## src/rtl/vet_pkg.sv

```systemverilog
package vet_pkg;

    localparam int ROWS = 1024;
    localparam int LANES = 4;
    localparam int IN_LANES = 4;
    localparam int ROW_W = $clog2(ROWS);
    localparam int LANE_W = 32;
    localparam int VER_W = 32;
    localparam int POS_W = 16;
    localparam int ADD_W = 16;
    localparam int BOUND_W = 31;
    localparam int QDEPTH = 4;
    localparam int QPTR_W = $clog2(QDEPTH);

    localparam logic CMD_PUSH = 1'b0;
    localparam logic CMD_SYNC = 1'b1;

    typedef logic signed [LANE_W-1:0] lane_t;
    typedef lane_t [LANES-1:0] lane_vec_t;
    typedef lane_t [IN_LANES-1:0] in_vec_t;

    typedef struct packed {
        logic               is_sync;
        logic [ROW_W-1:0]   row;
        logic [POS_W-1:0]   position;
        logic [ADD_W-1:0]   version_add;
        logic [VER_W-1:0]   client_version;
        logic               force_req;
        in_vec_t            lanes;
    } op_t;

    function automatic lane_t sat_add(lane_t a, lane_t b);
        logic signed [LANE_W:0] s;
        s = {a[LANE_W-1], a} + {b[LANE_W-1], b};
        if (s[LANE_W] != s[LANE_W-1]) begin
            sat_add = s[LANE_W] ? {1'b1, {(LANE_W-1){1'b0}}} : {1'b0, {(LANE_W-1){1'b1}}};
        end else begin
            sat_add = s[LANE_W-1:0];
        end
    endfunction

endpackage

```

## src/rtl/vet_front.sv

```systemverilog
module vet_front (
    input  logic                   aclk,
    input  logic                   aresetn,
    input  logic                   s_valid,
    output logic                   s_ready,
    input  vet_pkg::op_t           s_op,
    output logic                   q_valid,
    input  logic                   q_ready,
    output vet_pkg::op_t           q_op
);

    vet_pkg::op_t mem_reg [vet_pkg::QDEPTH];
    logic [vet_pkg::QPTR_W-1:0] wr_reg, rd_reg;
    logic [vet_pkg::QPTR_W:0] cnt_reg;
    logic push, pop;

    assign s_ready = cnt_reg != (vet_pkg::QPTR_W+1)'(vet_pkg::QDEPTH);
    assign q_valid = cnt_reg != '0;
    assign q_op = mem_reg[rd_reg];
    assign push = s_valid && s_ready;
    assign pop = q_valid && q_ready;

    always_ff @(posedge aclk) begin
        if (push) begin
            mem_reg[wr_reg] <= s_op;
        end
        if (!aresetn) begin
            wr_reg <= '0;
            rd_reg <= '0;
            cnt_reg <= '0;
        end else begin
            if (push) wr_reg <= wr_reg + 1'b1;
            if (pop) rd_reg <= rd_reg + 1'b1;
            cnt_reg <= cnt_reg + (vet_pkg::QPTR_W+1)'(push) - (vet_pkg::QPTR_W+1)'(pop);
        end
    end

endmodule

```

## config.mk

```make
export PLATFORM = sky130hd
export DESIGN_NAME = vet_front
export DESIGN_NICKNAME = d
export VERILOG_FILES = /design/src/rtl/vet_pkg.sv /design/src/rtl/vet_front.sv
export SDC_FILE = /design/constraint.sdc
export NUM_CORES = 1
export LEC_CHECK = 0
export BUFFER_PORTS_ARGS = -buffer_cell sky130_fd_sc_hd__buf_2
export CAP_MARGIN = 0
export CORE_ASPECT_RATIO = 0.75
export CORE_MARGIN = 4
export CORE_UTILIZATION = 57
export DETAILED_ROUTE_END_ITERATION = 10
export GPL_TIMING_DRIVEN = 0
export PLACE_DENSITY = 0.8
export SETUP_SLACK_MARGIN = 0.2
export SLEW_MARGIN = 20
export SYNTH_ARGS = -nofsm -noshare
export SYNTH_HDL_FRONTEND = slang
export SYNTH_SLANG_ARGS = --single-unit
```

## constraint.sdc

```tcl
create_clock -name aclk -period 6.76 [get_ports aclk]
set_input_delay 0.338 -clock aclk [delete_from_list [all_inputs] [get_ports aclk]]
set_output_delay 0.338 -clock aclk [all_outputs]
set_load 0.03 [all_outputs]
```

### Yosys cells after proc, flatten, opt, wreduce, memory -nomap -nowiden

Memory sizes are Yosys's and may differ from the RTL's. A register that Yosys moved wholly into a read port is not among the register bits.
Index checks and enable logic that the tools add are counted.
W data, S select, Z words.

| operators by class | value |
|---|---|
| add/subtract/negate cells | 4 |
| eq/ne operators | 1 |
| mux-type cells | 4 |
| reductions and logical operators | 3 |

Operators by type and width:

| operator | number |
|---|---|
| $add A2 B1 Y2 const B | 2 |
| $mux W2 | 2 |
| $add A3 B1 Y3 | 1 |
| $ne A3 B3 Y1 const B | 1 |
| $reduce_bool A3 Y1 | 1 |
| $sub A3 B1 Y3 | 1 |
| $logic_and A1 B1 Y1 | 2 |
| $mux W1 | 2 |

| storage, ports and cells | value |
|---|---|
| register bits | 7 |
| memory bits (writable) | 816 |
| input port bits | 208 |
| output and inout bits | 206 |
| word-level logic and storage cells | 16 |
| memories | 1 |

Memory list:

| memory | words | width | rd ports | clocked after Yosys merged registers in | wr ports | line | text |
|---|---|---|---|---|---|---|---|
| mem_reg | 4 | 204 | 1 | 1 | 1 | vet_front.sv:12 | `vet_pkg::op_t mem_reg [vet_pkg::QDEPTH];` |

### Depth between registers and ports, before layout

| depth | value |
|---|---|
| depth after elaboration | 4 |
| mapped depth | 11 |
| gate-level depth less buffers | 11 |

### Worst setup path before layout

No wires, ideal clock.

| timing path | value |
|---|---|
| kind | register to register |
| start point | reg cnt_reg[1] (netlist name) |
| end point | mem mem_reg[0][0] (netlist name), enable pin |
| setup time | 0.590 ns |
| arrival time | 5.566 ns |
| required time | 6.170 ns |
| path slack | 0.605 ns |
| stages on the path, launching flop included | 4 |
| buffers on the path | 0 |
| clock period less this slack | 6.155 ns |
| cells stage by stage | dfxtp_1 nor2_1 a21boi_1 and2_1 |

| on the way | value |
|---|---|
| cells in the longest elaborated chain, start to end | 4 |

RTL lines:

| element | line | text |
|---|---|---|
| start: declaration | vet_front.sv:14 | `logic [vet_pkg::QPTR_W:0] cnt_reg;` |
| start signal: assignment | vet_front.sv:34 | `cnt_reg <= cnt_reg + (vet_pkg::QPTR_W+1)'(push) - (vet_pkg::QPTR_W+1)'(pop);` |
| $ne A3 B3 Y1 | vet_front.sv:17 | `assign s_ready = cnt_reg != (vet_pkg::QPTR_W+1)'(vet_pkg::QDEPTH);` |
| $logic_and A1 B1 Y1 | vet_front.sv:20 | `assign push = s_valid && s_ready;` |
| $mux W1 | vet_front.sv:24 | `if (push) begin` |
| $mux W1 (implied by the code) | vet_front.sv:25 | `mem_reg[wr_reg] <= s_op;` |
| end: declaration | vet_front.sv:12 |  |

Every way passes these cells.

==> results.md <==
- Post-synthesis xor/xnor area fraction: less than 1%
- Placer's final routability congestion estimate: 0.741
- Unrepaired setup endpoints after global routing: no
- Area of the core: just over 0.05 sq mm
- Largest family of logic cells by synthesized area: multiplexers
- Total leakage power: 12.8 nW
- Register area share after synthesis: 82.5%
- First-pass GRT wire length: 103 mm
- Syn avg cell area: 26.8 sq um
- Comb power frac: 27.8%
- Yosys cell types: 19
- Fin worst setup slack: 3510 ps
- Post-Synth Adder-Cell Area: 0.318%
- Tcrit/Tclk final: 48.1%
- CTS tree: done
- Area grow syn2layout: 26.4%
- Starting DRT DRC Count: 1512
- Clk Latency, worst-skew pair: between 600 and 700 ps
- Cell Area, Placed: ~0.033 sq mm
- Die Wd: 273 um
- Die footprint: 0.0562 sq mm
- Max Root-Sink Buffers: 3
- CTS buffer count: 74
- FMAX: 307 MHz
- Data arrival time of the worst path: ~3000 ps
- Final Hold Fails: 0
- # nets final: 2041
- Clock Skews: between 15 and 20 ps
- CP required: 6420 ps
- Largest register FFs: 816
- Largest net degree at the start of global routing: 46
- Synthesized flop and latch total: 825
- Clk network pwr share: 28.9%
- Sw frac: 30.9%
- Max Transition Viols Final: 0
- Share of cells above drive strength 1: 41.5%
- DP HPWL: between 30 and 40 mm
- Worst vdd ir: 0.330 mV
- Kind of critical path: register to primary output
- Worst slew pin tran: about 890 ps
- Final setup vio count: 0
- Pwr per Cell Area: 387 mW/mm^2
- Initial Utilization: 57.8%
- Resized Gates After CTS: 0
- Place WS: just under 4000 ps
- NetSw: 4.52 mW
- Overall power: ~15 mW
- Antenna viol nets, final: 0
- DIE HEIGHT: 206 um
- Detailed Route WL: between 60 and 70 mm
- Total grt overflow: 0
- Critical path fanouts, max: 10
- Vias in the first global route: 16000
- Synth Net Count: 1329
- Max_cap viols: 0
- Post-CTS setup buffers: 0
- Seq pwr share: 43.3%
- Mapped Area: between 0.02 and 0.03 sq mm
- DRC Markers: 0
- Setup crit start kind: register
- Initial antenna violation count: 11
- Post-synthesis instance total: approximately 1100
- Final setup TNS: 0 ps
- Row cnt: 72
- Status: finished clean
- H-Tree Depth: 3
- Vias per cell: 5.80
- # hold bufs at CTS: 204
- Fin area: ~0.038 sq mm
- Mux share of post-synthesis cell area: about 15%
- Clock root cell: clkbuf_16
- IO Port Bufs: 412
- Hold Crit Class: primary input to register
- Compound-Gate Fraction of Synth Area: 0.0837%
- Ports: 414
- Slew margin rel.: 40.8%
- Clk sinks: roughly 830
- Crit path time final: about 3300 ps
- Synth warn: 0
- Simple-gate share of the synthesized area: 0.305%
- GRT Overall Usage: 24.9%
- WL/cell: 26.9 um
- Pre-antenna DRT Iters: 5
- Crit path capture type: primary output
- Clk pin slew, worst setup/hold paths: 60 ps
- Via count: 15000
- Util after Layout: about three quarters
- Power Internal: 10.1 mW
==> power groups by stage <==
| stage | Sequential [mW] | Combinational (mW) | Clock (mW) |
|---|---|---|---|
| floorplan | 6.49 | 2.73 | 0 |
| global placement | 6.59 | 3.79 | 0 |
| detailed placement | 6.41 | 3.93 | 0 |
| CTS | 6.32 | 4.07 | 4.25 |
| global route | 6.36 | 4.27 | 4.51 |
| finish | 6.33 | 4.07 | 4.23 |
==> path summary, 6_finish.rpt <==
| kind | startpoint | end | slack [ps] | cells past startpoint |
|---|---|---|---|---|
| worst max register to register | cnt_reg[1] | mem_reg[1][163] | 3780 | 6 |
| worst min-delay path | aresetn | rd_reg[0] | 120 | 2 |
| worst min register to register | wr_reg[0] | wr_reg[0] | 510 | 2 |
| worst max-delay path | register | q_op[65] | 3510 | 5 |
==> synth_stat cells, drive strengths merged <==
| cell | instances | area share [%] |
|---|---|---|
| edfxtp | 816 | 82 |
| mux4 | 204 | 15 |
| buf | 41 | 1.1 |
| dfxtp | 9 | 0.60 |
| and2 | 7 | 0.15 |
| clkbuf | 6 | 0.075 |
| ha | 6 | 0.25 |
| inv | 5 | 0.063 |
| nand2 | 5 | 0.063 |
| xnor2 | 4 | 0.12 |
| nor2b | 3 | 0.063 |
| mux2i | 2 | 0.067 |
| a21boi | 1 | 0.025 |
| fa | 1 | 0.067 |
| nor2 | 1 | 0.013 |
| o311ai | 1 | 0.029 |
| o31a | 1 | 0.029 |
| or3 | 1 | 0.021 |
==> through the flow <==
stage | hold WS, ps | std cells
2_1_floorplan | 437 | 1114
3_3_place_gp | 481 | 2229
3_5_place_dp | 508 | 2249
4_1_cts | 80.8 | 2583
5_1_grt | 124 | 2591
6_report | 121 | 2593
==> area by class of cell <==
class / instances / area (sq um)
Buffer: 47 / 347
Tap cell: 703 / 880
Antenna cell: 10 / 25.0
Sequential cell: 825 / 24700
Multi-Input combinational cell: 237 / 4870
Clock buffer: 95 / 1950
Clock inverter: 35 / 438
Inverter: 5 / 18.8
Fill cell: 2787 / 13900
Timing Repair Buffer: 636 / 4580
==> routing by layer <==
layer	track usage (%)	up-vias	wire, um
met5	0	-	40
li1	-	6282	-
met4	6.54	6	1820
met3	6.65	139	5780
met1	31.4	7846	25200
met2	43.6	756	36900
==> cells by family after synthesis <==
| kind of cell | count (synthesis) |
|---|---|
| buffers and inverters | 52 |
| AOI/OAI and AO/OA | 3 |
| xor gates and xnor gates | 4 |
| muxes | 206 |
| adders and majority gates | 7 |
| DFF | 825 |
| and+or+nand+nor | 17 |
==> layout by cell type (no fill, tap or decap), drive strengths merged <==
cell,n
edfxtp,816
buf,473
mux4,204
dlygate4sd3,204
clkbuf,101
clkinv,21
diode,10
dfxtp,9
bufinv,9
inv,9
and2,7
ha,6
nand2,5
xnor2,4
nor2b,3
mux2i,2
o31a,1
nor2,1
a21boi,1
or3,1
o311ai,1
fa,1
clkinvlp,1
==> worst max-delay path, cell delays in order, from the launching register on <==
cell      delay, ps
dfxtp_1         300
buf_2           210
clkbuf_1        690
buf_2           460
mux4_2          420
buf_2           210
Power figures use the tool's default switching activity.
